--- src/rtl/ntag_pkg.sv ---
// ============================================================================
// ntag_pkg
// Types and constants shared by the tensor transpose address generator.
// ============================================================================
package ntag_pkg;

    localparam int REG_AXES  = 4;
    localparam int SIZE_W    = 16;
    localparam int CFG_W     = 16;
    localparam int CFG_IDX_W = 3;
    localparam int RANK_W    = 3;
    localparam int ORDER_W   = 8;
    localparam int BYTES_W   = 5;
    localparam int IDX_W     = 33;
    localparam int ELEM_W    = 32;
    localparam int OFS_W     = 40;
    localparam int PROD_W    = IDX_W + SIZE_W;

    localparam logic [BYTES_W-1:0] MAX_BYTES = 5'd16;
    localparam logic [PROD_W-1:0]  MAX_COUNT = PROD_W'(64'h1_0000_0000);

    typedef enum logic [1:0] {
        ST_OK      = 2'd0,
        ST_INVALID = 2'd1,
        ST_EMPTY   = 2'd2,
        ST_IDLE    = 2'd3
    } t_status;

    typedef enum logic [CFG_IDX_W-1:0] {
        CFG_RANK  = 3'd0,
        CFG_SIZE0 = 3'd1,
        CFG_SIZE1 = 3'd2,
        CFG_SIZE2 = 3'd3,
        CFG_SIZE3 = 3'd4,
        CFG_ORDER = 3'd5,
        CFG_BYTES = 3'd6
    } t_cfg_idx;

    typedef struct packed {
        logic [RANK_W-1:0]                rank;
        logic [REG_AXES-1:0][SIZE_W-1:0]  size;
        logic [ORDER_W-1:0]               axis_order;
        logic [BYTES_W-1:0]               element_bytes;
    } t_cfg;

    typedef enum logic [2:0] {
        S_IDLE,
        S_MUL,
        S_SETUP,
        S_SUM,
        S_EMIT
    } t_state;

    typedef struct packed {
        logic take;
        logic mul;
        logic setup;
        logic sum;
        logic emit;
    } t_cmd;

    typedef struct packed {
        logic args_ok;
        logic active;
        logic k_zero;
        logic setup_ok;
        logic out_free;
    } t_sts;

endpackage

--- src/rtl/nd_transpose_address_generator.sv ---
// ============================================================================
// nd_transpose_address_generator
// Source and destination byte offset generator for a tensor transpose.
// ============================================================================
// The block walks the destination tensor in row-major order and returns one
// source and destination byte offset pair per transfer on the input channel.
// A restart item steps the multiplier once per axis and then the setup step,
// since the strides and the element count come out of one shared 33 by 16
// bit multiplier, one axis per cycle. A next-element item does the odometer
// step, the sum of the per-axis source partials, then scaling by the element
// size into the result register. An item that ends in idle status or fails
// the rank, element size or permutation check goes straight to the result
// register; a restart that ends in empty status or in an element count above
// two to the 32nd skips the sum. The write of the result waits while the
// previous result still waits on a stalled result channel. A new item is
// taken while the previous result still waits in the result register.
module nd_transpose_address_generator #(
    parameter int MAX_RANK = 4
) (
    input  logic                               i_clk,
    input  logic                               i_rst_n,
    input  logic                               i_cfg_we,
    input  logic [ntag_pkg::CFG_IDX_W-1:0]     i_cfg_idx,
    input  logic [ntag_pkg::CFG_W-1:0]         i_cfg_data,
    input  logic                               i_valid,
    output logic                               o_stall,
    input  logic                               i_restart,
    output logic                               o_valid,
    input  logic                               i_stall,
    output logic [ntag_pkg::OFS_W-1:0]         o_read_offset,
    output logic [ntag_pkg::OFS_W-1:0]         o_dst_offset,
    output logic                               o_last,
    output logic [1:0]                         o_status
);

    ntag_pkg::t_cfg w_cfg;
    ntag_pkg::t_cmd w_cmd;
    ntag_pkg::t_sts w_sts;

    ntag_cfg u_cfg (
        .i_clk      (i_clk),
        .i_rst_n    (i_rst_n),
        .i_cfg_we   (i_cfg_we),
        .i_cfg_idx  (i_cfg_idx),
        .i_cfg_data (i_cfg_data),
        .o_cfg      (w_cfg)
    );

    ntag_ctrl u_ctrl (
        .i_clk     (i_clk),
        .i_rst_n   (i_rst_n),
        .i_valid   (i_valid),
        .i_restart (i_restart),
        .i_sts     (w_sts),
        .o_stall   (o_stall),
        .o_cmd     (w_cmd)
    );

    ntag_dpath #(
        .MAX_RANK (MAX_RANK)
    ) u_dpath (
        .i_clk         (i_clk),
        .i_rst_n       (i_rst_n),
        .i_cfg         (w_cfg),
        .i_restart     (i_restart),
        .i_stall       (i_stall),
        .i_cmd         (w_cmd),
        .o_sts         (w_sts),
        .o_valid       (o_valid),
        .o_read_offset (o_read_offset),
        .o_dst_offset  (o_dst_offset),
        .o_last        (o_last),
        .o_status      (o_status)
    );

    a_bad_status_zero: assert property (@(posedge i_clk) disable iff (!i_rst_n)
        o_valid && (o_status != ntag_pkg::ST_OK)
        |-> o_last && (o_read_offset == '0) && (o_dst_offset == '0))
        else $error("Non-ok status result carries offsets or lacks last.");

    a_busy_after_take: assert property (@(posedge i_clk) disable iff (!i_rst_n)
        i_valid && !o_stall |=> o_stall)
        else $error("Input taken again before the previous item finished.");

    a_one_command: assert property (@(posedge i_clk) disable iff (!i_rst_n)
        $onehot0({w_cmd.take, w_cmd.mul, w_cmd.setup, w_cmd.sum, w_cmd.emit}))
        else $error("Controller issued more than one datapath command.");

endmodule

--- src/rtl/ntag_cfg.sv ---
// ============================================================================
// ntag_cfg
// Configuration register file written through a plain write port.
// ============================================================================
module ntag_cfg (
    input  logic                              i_clk,
    input  logic                              i_rst_n,
    input  logic                              i_cfg_we,
    input  logic [ntag_pkg::CFG_IDX_W-1:0]    i_cfg_idx,
    input  logic [ntag_pkg::CFG_W-1:0]        i_cfg_data,
    output ntag_pkg::t_cfg                    o_cfg
);

    ntag_pkg::t_cfg r_cfg;

    always_ff @(posedge i_clk) begin
        if (!i_rst_n) begin
            r_cfg.rank          <= ntag_pkg::RANK_W'(4);
            r_cfg.size          <= {ntag_pkg::REG_AXES{ntag_pkg::SIZE_W'(1)}};
            r_cfg.axis_order    <= ntag_pkg::ORDER_W'(228);
            r_cfg.element_bytes <= ntag_pkg::BYTES_W'(1);
        end else if (i_cfg_we) begin
            unique case (ntag_pkg::t_cfg_idx'(i_cfg_idx))
                ntag_pkg::CFG_RANK:  r_cfg.rank <= i_cfg_data[ntag_pkg::RANK_W-1:0];
                ntag_pkg::CFG_SIZE0: r_cfg.size[0] <= i_cfg_data;
                ntag_pkg::CFG_SIZE1: r_cfg.size[1] <= i_cfg_data;
                ntag_pkg::CFG_SIZE2: r_cfg.size[2] <= i_cfg_data;
                ntag_pkg::CFG_SIZE3: r_cfg.size[3] <= i_cfg_data;
                ntag_pkg::CFG_ORDER: r_cfg.axis_order <= i_cfg_data[ntag_pkg::ORDER_W-1:0];
                ntag_pkg::CFG_BYTES: begin
                    r_cfg.element_bytes <= i_cfg_data[ntag_pkg::BYTES_W-1:0];
                end
                default: begin
                end
            endcase
        end
    end

    assign o_cfg = r_cfg;

endmodule

--- src/rtl/ntag_ctrl.sv ---
// ============================================================================
// ntag_ctrl
// Sequencer for argument checking, stride setup and offset emission.
// ============================================================================
module ntag_ctrl (
    input  logic            i_clk,
    input  logic            i_rst_n,
    input  logic            i_valid,
    input  logic            i_restart,
    input  ntag_pkg::t_sts  i_sts,
    output logic            o_stall,
    output ntag_pkg::t_cmd  o_cmd
);

    ntag_pkg::t_state r_state;
    ntag_pkg::t_state n_state;

    always_ff @(posedge i_clk) begin
        if (!i_rst_n) begin
            r_state <= ntag_pkg::S_IDLE;
        end else begin
            r_state <= n_state;
        end
    end

    always_comb begin
        n_state = r_state;
        unique case (r_state)
            ntag_pkg::S_IDLE: begin
                if (i_valid) begin
                    if (i_restart) begin
                        n_state = i_sts.args_ok ? ntag_pkg::S_MUL : ntag_pkg::S_EMIT;
                    end else begin
                        n_state = i_sts.active ? ntag_pkg::S_SUM : ntag_pkg::S_EMIT;
                    end
                end
            end
            ntag_pkg::S_MUL: begin
                if (i_sts.k_zero) begin
                    n_state = ntag_pkg::S_SETUP;
                end
            end
            ntag_pkg::S_SETUP: begin
                n_state = i_sts.setup_ok ? ntag_pkg::S_SUM : ntag_pkg::S_EMIT;
            end
            ntag_pkg::S_SUM: begin
                n_state = ntag_pkg::S_EMIT;
            end
            ntag_pkg::S_EMIT: begin
                if (i_sts.out_free) begin
                    n_state = ntag_pkg::S_IDLE;
                end
            end
            default: begin
                n_state = ntag_pkg::S_IDLE;
            end
        endcase
    end

    always_comb begin
        o_stall     = (r_state != ntag_pkg::S_IDLE);
        o_cmd.take  = (r_state == ntag_pkg::S_IDLE) && i_valid;
        o_cmd.mul   = (r_state == ntag_pkg::S_MUL);
        o_cmd.setup = (r_state == ntag_pkg::S_SETUP);
        o_cmd.sum   = (r_state == ntag_pkg::S_SUM);
        o_cmd.emit  = (r_state == ntag_pkg::S_EMIT) && i_sts.out_free;
    end

endmodule

--- src/rtl/ntag_dpath.sv ---
// ============================================================================
// ntag_dpath
// Stride multiplier, destination odometer, offset scaling and result register.
// ============================================================================
module ntag_dpath #(
    parameter int MAX_RANK = 4
) (
    input  logic                          i_clk,
    input  logic                          i_rst_n,
    input  ntag_pkg::t_cfg                i_cfg,
    input  logic                          i_restart,
    input  logic                          i_stall,
    input  ntag_pkg::t_cmd                i_cmd,
    output ntag_pkg::t_sts                o_sts,
    output logic                          o_valid,
    output logic [ntag_pkg::OFS_W-1:0]    o_read_offset,
    output logic [ntag_pkg::OFS_W-1:0]    o_dst_offset,
    output logic                          o_last,
    output logic [1:0]                    o_status
);

    localparam int N_AXES = (MAX_RANK < ntag_pkg::REG_AXES) ? MAX_RANK : ntag_pkg::REG_AXES;
    localparam int AXW    = (N_AXES > 1) ? $clog2(N_AXES) : 1;
    localparam int SRCB_W = ntag_pkg::IDX_W + ntag_pkg::BYTES_W;
    localparam int DSTB_W = ntag_pkg::ELEM_W + ntag_pkg::BYTES_W;

    logic [ntag_pkg::SIZE_W-1:0]   w_size [N_AXES];
    logic [ntag_pkg::IDX_W-1:0]    r_stride [N_AXES];
    logic [ntag_pkg::SIZE_W-1:0]   r_extent [N_AXES];
    logic [ntag_pkg::SIZE_W-1:0]   r_cnt [N_AXES];
    logic [ntag_pkg::IDX_W-1:0]    r_part [N_AXES];
    logic                          w_inc [N_AXES];
    logic                          w_wrap [N_AXES];

    logic [ntag_pkg::IDX_W-1:0]    r_acc;
    logic                          r_ovf;
    logic [AXW-1:0]                r_k;
    logic [ntag_pkg::IDX_W-1:0]    r_count;
    logic [ntag_pkg::ELEM_W-1:0]   r_elem;
    logic [ntag_pkg::RANK_W-1:0]   r_run_rank;
    logic [ntag_pkg::BYTES_W-1:0]  r_run_bytes;
    logic [ntag_pkg::IDX_W-1:0]    r_src_idx;
    logic                          r_active;
    ntag_pkg::t_status             r_status;

    logic                          r_out_valid;
    logic [ntag_pkg::OFS_W-1:0]    r_out_src;
    logic [ntag_pkg::OFS_W-1:0]    r_out_dst;
    logic                          r_out_last;
    ntag_pkg::t_status             r_out_status;

    logic [ntag_pkg::PROD_W-1:0]   w_prod;
    logic                          w_big;
    logic                          w_rank_ok;
    logic                          w_bytes_ok;
    logic                          w_perm_ok;
    logic                          w_args_ok;
    logic                          w_zero;
    logic                          w_last;
    logic                          w_out_free;
    logic [AXW-1:0]                w_top;
    logic [ntag_pkg::IDX_W-1:0]    w_sum;
    logic [SRCB_W-1:0]             w_src_bytes;
    logic [DSTB_W-1:0]             w_dst_bytes;

    always_comb begin
        for (int j = 0; j < N_AXES; j++) begin
            w_size[j] = i_cfg.size[j];
        end
    end

    always_comb begin
        logic [ntag_pkg::REG_AXES-1:0] seen;
        logic [1:0]                    field;
        seen      = '0;
        w_perm_ok = 1'b1;
        for (int j = 0; j < ntag_pkg::REG_AXES; j++) begin
            field = i_cfg.axis_order[2*j +: 2];
            if (ntag_pkg::RANK_W'(j) < i_cfg.rank) begin
                if (({1'b0, field} >= i_cfg.rank) || seen[field]) begin
                    w_perm_ok = 1'b0;
                end
                seen[field] = 1'b1;
            end
        end
    end

    assign w_rank_ok  = (i_cfg.rank != '0) && (i_cfg.rank <= ntag_pkg::RANK_W'(N_AXES));
    assign w_bytes_ok = (i_cfg.element_bytes != '0)
                        && (i_cfg.element_bytes <= ntag_pkg::MAX_BYTES);
    assign w_args_ok  = w_rank_ok && w_bytes_ok && w_perm_ok;

    always_comb begin
        w_zero = 1'b0;
        for (int j = 0; j < N_AXES; j++) begin
            if ((ntag_pkg::RANK_W'(j) < i_cfg.rank) && (w_size[j] == '0)) begin
                w_zero = 1'b1;
            end
        end
    end

    assign w_prod = ntag_pkg::PROD_W'(r_acc) * ntag_pkg::PROD_W'(w_size[r_k]);
    assign w_big  = (w_prod > ntag_pkg::MAX_COUNT);

    assign w_top = AXW'(r_run_rank - ntag_pkg::RANK_W'(1));

    always_comb begin
        logic carry;
        carry = 1'b0;
        for (int j = N_AXES - 1; j >= 0; j--) begin
            w_inc[j]  = (j == int'(w_top)) || ((j < int'(w_top)) && carry);
            w_wrap[j] = w_inc[j] && (j != 0)
                        && (({1'b0, r_cnt[j]} + 17'd1) >= {1'b0, r_extent[j]});
            carry     = w_wrap[j];
        end
    end

    always_comb begin
        w_sum = '0;
        for (int j = 0; j < N_AXES; j++) begin
            w_sum = w_sum + r_part[j];
        end
    end

    assign w_src_bytes = SRCB_W'(r_src_idx) * SRCB_W'(r_run_bytes);
    assign w_dst_bytes = DSTB_W'(r_elem) * DSTB_W'(r_run_bytes);
    assign w_last      = (({1'b0, r_elem} + ntag_pkg::IDX_W'(1)) == r_count);
    assign w_out_free  = !r_out_valid || !i_stall;

    always_ff @(posedge i_clk) begin
        if (!i_rst_n) begin
            r_active    <= 1'b0;
            r_out_valid <= 1'b0;
        end else begin
            if (i_cmd.emit) begin
                r_out_valid <= 1'b1;
            end else if (r_out_valid && !i_stall) begin
                r_out_valid <= 1'b0;
            end
            if (i_cmd.take && i_restart) begin
                r_active <= 1'b0;
            end
            if (i_cmd.setup && !w_zero && !r_ovf) begin
                r_active <= 1'b1;
            end
            if (i_cmd.emit) begin
                if ((r_status == ntag_pkg::ST_OK) && w_last) begin
                    r_active <= 1'b0;
                end
            end
        end
    end

    always_ff @(posedge i_clk) begin
        if (i_cmd.take) begin
            if (i_restart) begin
                r_acc <= ntag_pkg::IDX_W'(1);
                r_ovf <= 1'b0;
                r_k   <= AXW'(i_cfg.rank - ntag_pkg::RANK_W'(1));
                for (int j = 0; j < N_AXES; j++) begin
                    r_cnt[j]  <= '0;
                    r_part[j] <= '0;
                end
                if (!w_args_ok) begin
                    r_status <= ntag_pkg::ST_INVALID;
                end
            end else if (r_active) begin
                r_status <= ntag_pkg::ST_OK;
                r_elem   <= r_elem + ntag_pkg::ELEM_W'(1);
                for (int j = 0; j < N_AXES; j++) begin
                    if (w_wrap[j]) begin
                        r_cnt[j]  <= '0;
                        r_part[j] <= '0;
                    end else if (w_inc[j]) begin
                        r_cnt[j]  <= r_cnt[j] + ntag_pkg::SIZE_W'(1);
                        r_part[j] <= r_part[j] + r_stride[j];
                    end
                end
            end else begin
                r_status <= ntag_pkg::ST_IDLE;
            end
        end

        if (i_cmd.mul) begin
            for (int j = 0; j < N_AXES; j++) begin
                if (AXW'(i_cfg.axis_order[2*j +: 2]) == r_k) begin
                    r_stride[j] <= r_acc;
                    r_extent[j] <= w_size[r_k];
                end
            end
            r_acc <= w_prod[ntag_pkg::IDX_W-1:0];
            r_ovf <= r_ovf | w_big;
            r_k   <= r_k - AXW'(1);
        end

        if (i_cmd.setup) begin
            r_count     <= r_acc;
            r_elem      <= '0;
            r_run_rank  <= i_cfg.rank;
            r_run_bytes <= i_cfg.element_bytes;
            if (w_zero) begin
                r_status <= ntag_pkg::ST_EMPTY;
            end else if (r_ovf) begin
                r_status <= ntag_pkg::ST_INVALID;
            end else begin
                r_status <= ntag_pkg::ST_OK;
            end
        end

        if (i_cmd.sum) begin
            r_src_idx <= w_sum;
        end

        if (i_cmd.emit) begin
            r_out_status <= r_status;
            if (r_status == ntag_pkg::ST_OK) begin
                r_out_src  <= ntag_pkg::OFS_W'(w_src_bytes);
                r_out_dst  <= ntag_pkg::OFS_W'(w_dst_bytes);
                r_out_last <= w_last;
            end else begin
                r_out_src  <= '0;
                r_out_dst  <= '0;
                r_out_last <= 1'b1;
            end
        end
    end

    always_comb begin
        o_sts.args_ok  = w_args_ok;
        o_sts.active   = r_active;
        o_sts.k_zero   = (r_k == '0);
        o_sts.setup_ok = !w_zero && !r_ovf;
        o_sts.out_free = w_out_free;
    end

    assign o_valid       = r_out_valid;
    assign o_read_offset = r_out_src;
    assign o_dst_offset  = r_out_dst;
    assign o_last        = r_out_last;
    assign o_status      = r_out_status;

endmodule
--- config.mk ---
export PLATFORM = sky130hd
export DESIGN_NAME = nd_transpose_address_generator
export DESIGN_NICKNAME = d
export VERILOG_FILES = /design/src/rtl/ntag_pkg.sv /design/src/rtl/nd_transpose_address_generator.sv /design/src/rtl/ntag_cfg.sv /design/src/rtl/ntag_ctrl.sv /design/src/rtl/ntag_dpath.sv
export SDC_FILE = /design/constraint.sdc
export NUM_CORES = 2
export LEC_CHECK = 0
export BUFFER_PORTS_ARGS = -buffer_cell sky130_fd_sc_hd__buf_2
export CORE_MARGIN = 2
export CORE_UTILIZATION = 60
export CTS_CLUSTER_SIZE = 14
export DETAILED_ROUTE_END_ITERATION = 8
export PLACE_DENSITY = 0.84
export RECOVER_POWER = 25
export SETUP_SLACK_MARGIN = 0.02
export SLEW_MARGIN = 20
export SYNTH_ARGS = -nofsm -noshare
export SYNTH_HDL_FRONTEND = slang
export SYNTH_SLANG_ARGS = --single-unit
--- constraint.sdc ---
create_clock -name i_clk -period 16.2 [get_ports i_clk]
set_input_delay 1.62 -clock i_clk [delete_from_list [all_inputs] [get_ports i_clk]]
set_output_delay 1.62 -clock i_clk [all_outputs]
set_load 0.01 [all_outputs]
; Word level (Yosys, flattened, before mapping)
; Memories as Yosys holds them, arrays and structs flattened.
; Index checks and enable logic that the tools add are counted.
[op_classes]
n_addsub = 19
multipliers = 3
div_mod_pow = 0
order_cmp = 25
n_eq_ne = 22
shift = 0
muxes = 129
bitwise = 19
n_reduce_logical = 64
[ops]
columns = op, count
row1 = 33-bit 2-to-1 mux, 10
row2 = 33-bit adder, 7
row3 = 16-bit 2-to-1 mux, 9
row4 = 1-bit 2-to-1 mux, 82
row5 = 16-bit by 1-bit adder with 16-bit output (second input constant), 4
row6 = 16-bit logical NOT, 4
row7 = 16-bit by 1-bit adder with 17-bit output (second input constant), 3
row8 = 17-bit by 16-bit greater-or-equal comparator with 1-bit output, 3
row9 = 49-bit by 33-bit > comparator with 1-bit output (second input constant), 1
row10 = 33-bit by 16-bit multiplier with 49-bit output, 1
row11 = 33-bit by 5-bit multiplier with 38-bit output, 1
row12 = 32-bit by 5-bit multiplier with 37-bit output, 1
row13 = 32-bit by 1-bit adder with 33-bit output (second input constant), 1
row14 = 33-bit == test, 1
row15 = 32-bit by 1-bit adder with 32-bit output (second input constant), 1
row16 = 16-bit binary-select mux with 2-bit select, 1
row17 = 1-bit logical AND, 25
row18 = 3-bit 2-to-1 mux, 7
row19 = 2-bit 2-to-1 mux, 9
row20 = 2-bit AND reduction, 9
row21 = 1-bit OR, 15
row22 = 3-bit one-hot mux with 5 select lines, 1
row23 = 3-bit by 2-bit == test with 1-bit output (second input constant), 4
row24 = 3-bit == test (second input constant), 4
row25 = other kinds (32), 77
[word_totals]
ff_bits = 311
latchBits = 0
ram_bits = 392
romBits = 0
input_bits = 25
output_inout_bits = 85
mem_count = 4
[mem_list]
columns = name, depth, word_bits, read_ports, rd_ports_with_merged_regs, wr, line
row1 = u_dpath.r_part, 4, 33, 4, 0, 4, ntag_dpath.sv:31  ; logic [ntag_pkg::IDX_W-1:0] r_part [N_AXES];
row2 = u_dpath.r_stride, 4, 33, 4, 0, 4, ntag_dpath.sv:28  ; logic [ntag_pkg::IDX_W-1:0] r_stride [N_AXES];
row3 = u_dpath.r_cnt, 4, 16, 4, 0, 4, ntag_dpath.sv:30  ; logic [ntag_pkg::SIZE_W-1:0] r_cnt [N_AXES];
row4 = u_dpath.r_extent, 4, 16, 3, 0, 4, ntag_dpath.sv:29  ; logic [ntag_pkg::SIZE_W-1:0] r_extent [N_AXES];

; Longest topological paths before layout
[depth]
depth_word = 19
mapped_depth = 32
depth_no_buf = 28

; Hierarchy
; From an unflattened synthesis, not the netlist that was laid out.
[hier_totals]
cells_unflattened = 6106
hier_area_um2 = 61222.5
[modules_own_cells]
columns = module, instances, cells_per_inst, area_per_inst_um2
row1 = ntag_dpath, 1, 5786, 57948.1
row2 = ntag_cfg, 1, 292, 3022.9
row3 = ntag_ctrl, 1, 28, 251.5

; Worst setup path before layout
; Ideal clock, no wire load.
[synth_path]
kind = register to register
start = register u_dpath.r_k[0]
end = register u_dpath.r_ovf (data pin)
setup_ns = 0.275
arrival_time_ns = 7.850
required_time_ns = 15.925
slack_ns = 8.075
stages_incl_launch_ff = 31
n_path_buf = 4
path_cell_list = edfxtp_1 clkbuf_1 buf_1 mux4_2 clkbuf_1 and2_1 fa_1 fa_1 fa_1 inv_1 fa_1 inv_1 fa_1 inv_1 fa_1 inv_1 ha_1 buf_2 a21oi_2 nor3b_2 o2111ai_1 nand3_2 a31oi_1 nand2_1 a41oi_2 nor2_1 a41oi_1 o2111ai_1 or4_1 nor4_1 a41oi_1
[synth_via]
elab_chain_len = 8
[synth_rtl]
columns = element, line
row1 = "start, declared", ntag_dpath.sv:37  ; logic [AXW-1:0] r_k;
row2 = "start signal, assigned", ntag_dpath.sv:159  ; r_k <= AXW'(i_cfg.rank - ntag_pkg::RANK_W'(1));
row3 = "start signal, assigned", ntag_dpath.sv:193  ; r_k <= r_k - AXW'(1);
row4 = 2-bit NOT with 3-bit output (implied by the code), ntag_dpath.sv:102  ; assign w_prod = ntag_pkg::PROD_W'(r_acc) * ntag_pkg::PROD_W'(w_size[r_k]);
row5 = 16-bit binary-select mux with 2-bit select, ntag_dpath.sv:102
row6 = 16-bit 2-to-1 mux (implied by the code) (2 in a row), ntag_dpath.sv:102
row7 = 33-bit by 16-bit multiplier with 49-bit output, ntag_dpath.sv:102
row8 = 49-bit by 33-bit > comparator with 1-bit output, ntag_dpath.sv:103  ; assign w_big = (w_prod > ntag_pkg::MAX_COUNT);
row9 = 1-bit OR, ntag_dpath.sv:192  ; r_ovf <= r_ovf | w_big;
row10 = 1-bit 2-to-1 mux, ntag_dpath.sv:184  ; if (i_cmd.mul) begin
row11 = "end signal, assigned", ntag_dpath.sv:192
row12 = "end, declared", ntag_dpath.sv:36  ; logic r_ovf;
; Every way passes these cells. The select of a mux whose other input is x is not followed.
; A chain may end at the register's enable or synchronous reset.

; Final worst setup path
; Same ends and word-level chain as after synthesis.

==> flow_metrics.env <==
export IMPL_min_delay_start="u_cfg.o_cfg[2]"
export IMPL_drt_iter0_drc=3911
export IMPL_grt_max_degree=86
export IMPL_num_vias=44500
export IMPL_start_util_pct=60.6
export IMPL_syn_instance_count=6081
export IMPL_dieArea_um2=104000
export IMPL_drive_above_1_share_pct=5.04
export IMPL_yosysSeqAreaShare_pct=31.0
export IMPL_fmax_mhz=101
export IMPL_post_cts_buffers=0
export IMPL_cts_hold_buf=0
export IMPL_worstSkewPairLatency_ns=0.67
export IMPL_maxSlewViolCount=762
export IMPL_p_seq_share_pct=36.8
export IMPL_finalClockSkew_ns=0.0403
export IMPL_setup_viol=0
export IMPL_rsz0062_at_grt="no"
export IMPL_final_setup_tns_ns=0
export IMPL_critPathSlowestCell="mux4_2"
export IMPL_holdCritPathClass="reg2reg"
export IMPL_critPathKind="reg2reg"
export IMPL_synth_cell_types=96
export IMPL_startpoint="u_dpath.r_k[0]"
export IMPL_coreArea_um2=100000
export IMPL_clk_pin_slew_worst_paths_ns=0.06
export IMPL_n_fill_cell=7371
export IMPL_synth_area_per_cell_um2=9.97
export IMPL_cts_buffer_depth=3
export IMPL_async_flop_share_pct=0
export IMPL_numCtsBuffers=75
export IMPL_die_h_um=322
export IMPL_cpPeakStageDelay_ns=1.20
export IMPL_switching_share_pct=35.1
export IMPL_powerDensity_nw_per_um2=90.3
export IMPL_via_per_inst=5.97
export IMPL_ys_warn_count=0
export IMPL_hold_violations=0
export IMPL_final_common_cell="nand2_1"
export IMPL_comb_power_share_pct=32.7
export IMPL_grt_usage_pct=28.8
export IMPL_rows=116
export IMPL_relSlewSlack_pct=-123
export IMPL_peakVddDrop_v=0.0000961
export IMPL_status="finished with violations"
export IMPL_fin_nets=7234
export IMPL_syn_area_um2=60700
export IMPL_antenna_left=0
export IMPL_cp_end_kind="register"
export IMPL_violations="max-capacitance violations, max-slew violations"
export IMPL_synth_edff_count=549
export IMPL_timing_final_crit_share_pct=61.2
export IMPL_switchingPower_mw=2.05
export IMPL_routed_wl_um=145000
export IMPL_cpLargestDelayFamily="adder cells"
export IMPL_final_cells=7458
export IMPL_whs_ns=0.477
export IMPL_cts_sinks=666
export IMPL_io_pins=110
export IMPL_worstPathArrival_ns=10.29
export IMPL_drtPass1Iterations=6
export IMPL_multiInputGateArea_um2=38100
export IMPL_crit_path_start_kind="register"
export IMPL_clkPwrFrac_pct=30.4
export IMPL_gp_congestion=0.912
export IMPL_regArea_um2=18800
export IMPL_ys_seq_elements=666
export IMPL_io_buffers=104
export IMPL_synth_main_ff_cell="edfxtp_1"
export IMPL_rr_startpoint="u_dpath.r_k[0]"
export IMPL_timing_max_cap_violations=27
export IMPL_gr_total_overflow=0
export IMPL_cpMostUsedCell="fa_1"
export IMPL_min_period_ns=9.92
export IMPL_p_leak_nw=28.9
export IMPL_tritoncts="yes"
export IMPL_internal_power_mw=3.80
export IMPL_cp_required_ns=16.58
export IMPL_hpwl_um=104000
export IMPL_cts_root_buf="clkbuf_16"
export IMPL_wl_per_cell_um=19.5
export IMPL_area_growth_synth_to_final_pct=6.92
export IMPL_htreeDepth=3
export IMPL_grt_pass1_vias=46400
export IMPL_cts_resized=0
export IMPL_layout_common_cells="nand2_1, inv_1, fa_1"
export IMPL_dpl_cell_count=7311
export IMPL_cp_max_fo=36
export IMPL_worst_path_buf_inv=6
export IMPL_grt_pass1_wl_um=238000
export IMPL_die_w_um=322
export IMPL_drc_errors=0
export IMPL_antenna_found_initial=16
export IMPL_worst_pin_slew_ns=3.34
## Yosys cell counts, types with 28 or more instances
cell type	number	share of area (%)
nand2b_1	53	0.55
clkbuf_1	217	1.3
nand2_1	859	5.3
nor3_1	75	0.62
a211oi_1	28	0.35
a21o_1	123	1.5
and3_1	48	0.50
dfxtp_1	117	3.9
fa_1	683	23
inv_1	761	4.7
ha_1	434	9.0
a21boi_0	69	0.85
xor2_1	156	2.3
o21ai_0	120	0.99
o21ai_1	34	0.28
nor2_1	365	2.3
nand4_1	33	0.34
a21oi_1	228	1.9
and2_1	346	3.6
xnor2_1	196	2.8
edfxtp_1	549	27
nor2b_1	94	0.97
o21a_1	30	0.37
o21bai_1	35	0.43
nand3_1	92	0.76
## power by group through the flow
stage / logic, mW / registers [mW] / clock network, mW
after floorplan: 1.30 / 2.18 / 0
after global placement: 1.79 / 2.19 / 0
after detailed placement: 1.85 / 2.19 / 0
after CTS: 1.88 / 2.16 / 1.79
after global routing: 2.10 / 2.16 / 1.86
final: 1.92 / 2.15 / 1.78
## sequential cells by signal (all words and copies together) (netlist names), 3 cells and up
| signal | count |
|---|---|
| u_cfg.o_cfg | 80 |
| u_ctrl.r_state | 3 |
| u_dpath.o_dst_offset | 37 |
| u_dpath.o_read_offset | 38 |
| u_dpath.r_acc | 33 |
| u_dpath.r_cnt | 48 |
| u_dpath.r_count | 33 |
| u_dpath.r_elem | 32 |
| u_dpath.r_extent | 48 |
| u_dpath.r_part | 132 |
| u_dpath.r_run_bytes | 5 |
| u_dpath.r_src_idx | 33 |
| u_dpath.r_stride | 132 |
## stage by stage
step / cell area, µm² / power (mW) / setup WS [ns] / utilization (%)
after floorplan: 60700 / 3.49 / 8.07 / -
after global placement: 62400 / 3.97 / 7.50 / 62.3
after detailed placement: 62400 / 4.04 / 7.43 / 62.3
after CTS: 65000 / 5.83 / 7.40 / 64.9
after global routing: 64800 / 6.13 / 5.74 / 64.7
final: 64800 / 5.85 / 6.28 / 64.8
## worst paths after layout
path / slack (ns) / cells after the start / end
max: 6.28 / 28 / u_dpath.r_ovf
min: 0.48 / 0 / u_dpath.r_run_bytes[2]
max reg2reg: 6.28 / 28 / u_dpath.r_ovf
min reg2reg: 0.48 / 0 / u_dpath.r_run_bytes[2]
## final cells by class
class | count | share of cell area, %
clock inverters | 48 | 0.928
flip-flops and latches | 666 | 29.0
inverters | 764 | 4.42
repair buffers | 165 | 1.30
multi-input cells | 4420 | 58.8
well taps | 1298 | 2.50
clock buffers | 89 | 3.02
diodes | 8 | 0.0309
## cells by family after synthesis
family,share of synthesized area [%]
buffers and inverters,6.23
AO/OA/AOI/OAI,9.12
AND/OR/NAND/NOR,16.2
adder cells (fa/ha/maj),31.5
flip-flops,31.0
other,0.00618
XOR/XNOR,5.08
multiplexers,0.844
## per-layer routing
| metal | track usage, % | vias to the layer above | routed length, µm |
|---|---|---|---|
| li1 | - | 20000 | - |
| met1 | 36.8 | 21900 | 55600 |
| met2 | 48.6 | 2244 | 70600 |
| met3 | 5.80 | 426 | 13900 |
| met4 | 10.8 | 6 | 5280 |
| met5 | 0 | - | 47 |
(Power assumes the default switching activity.)
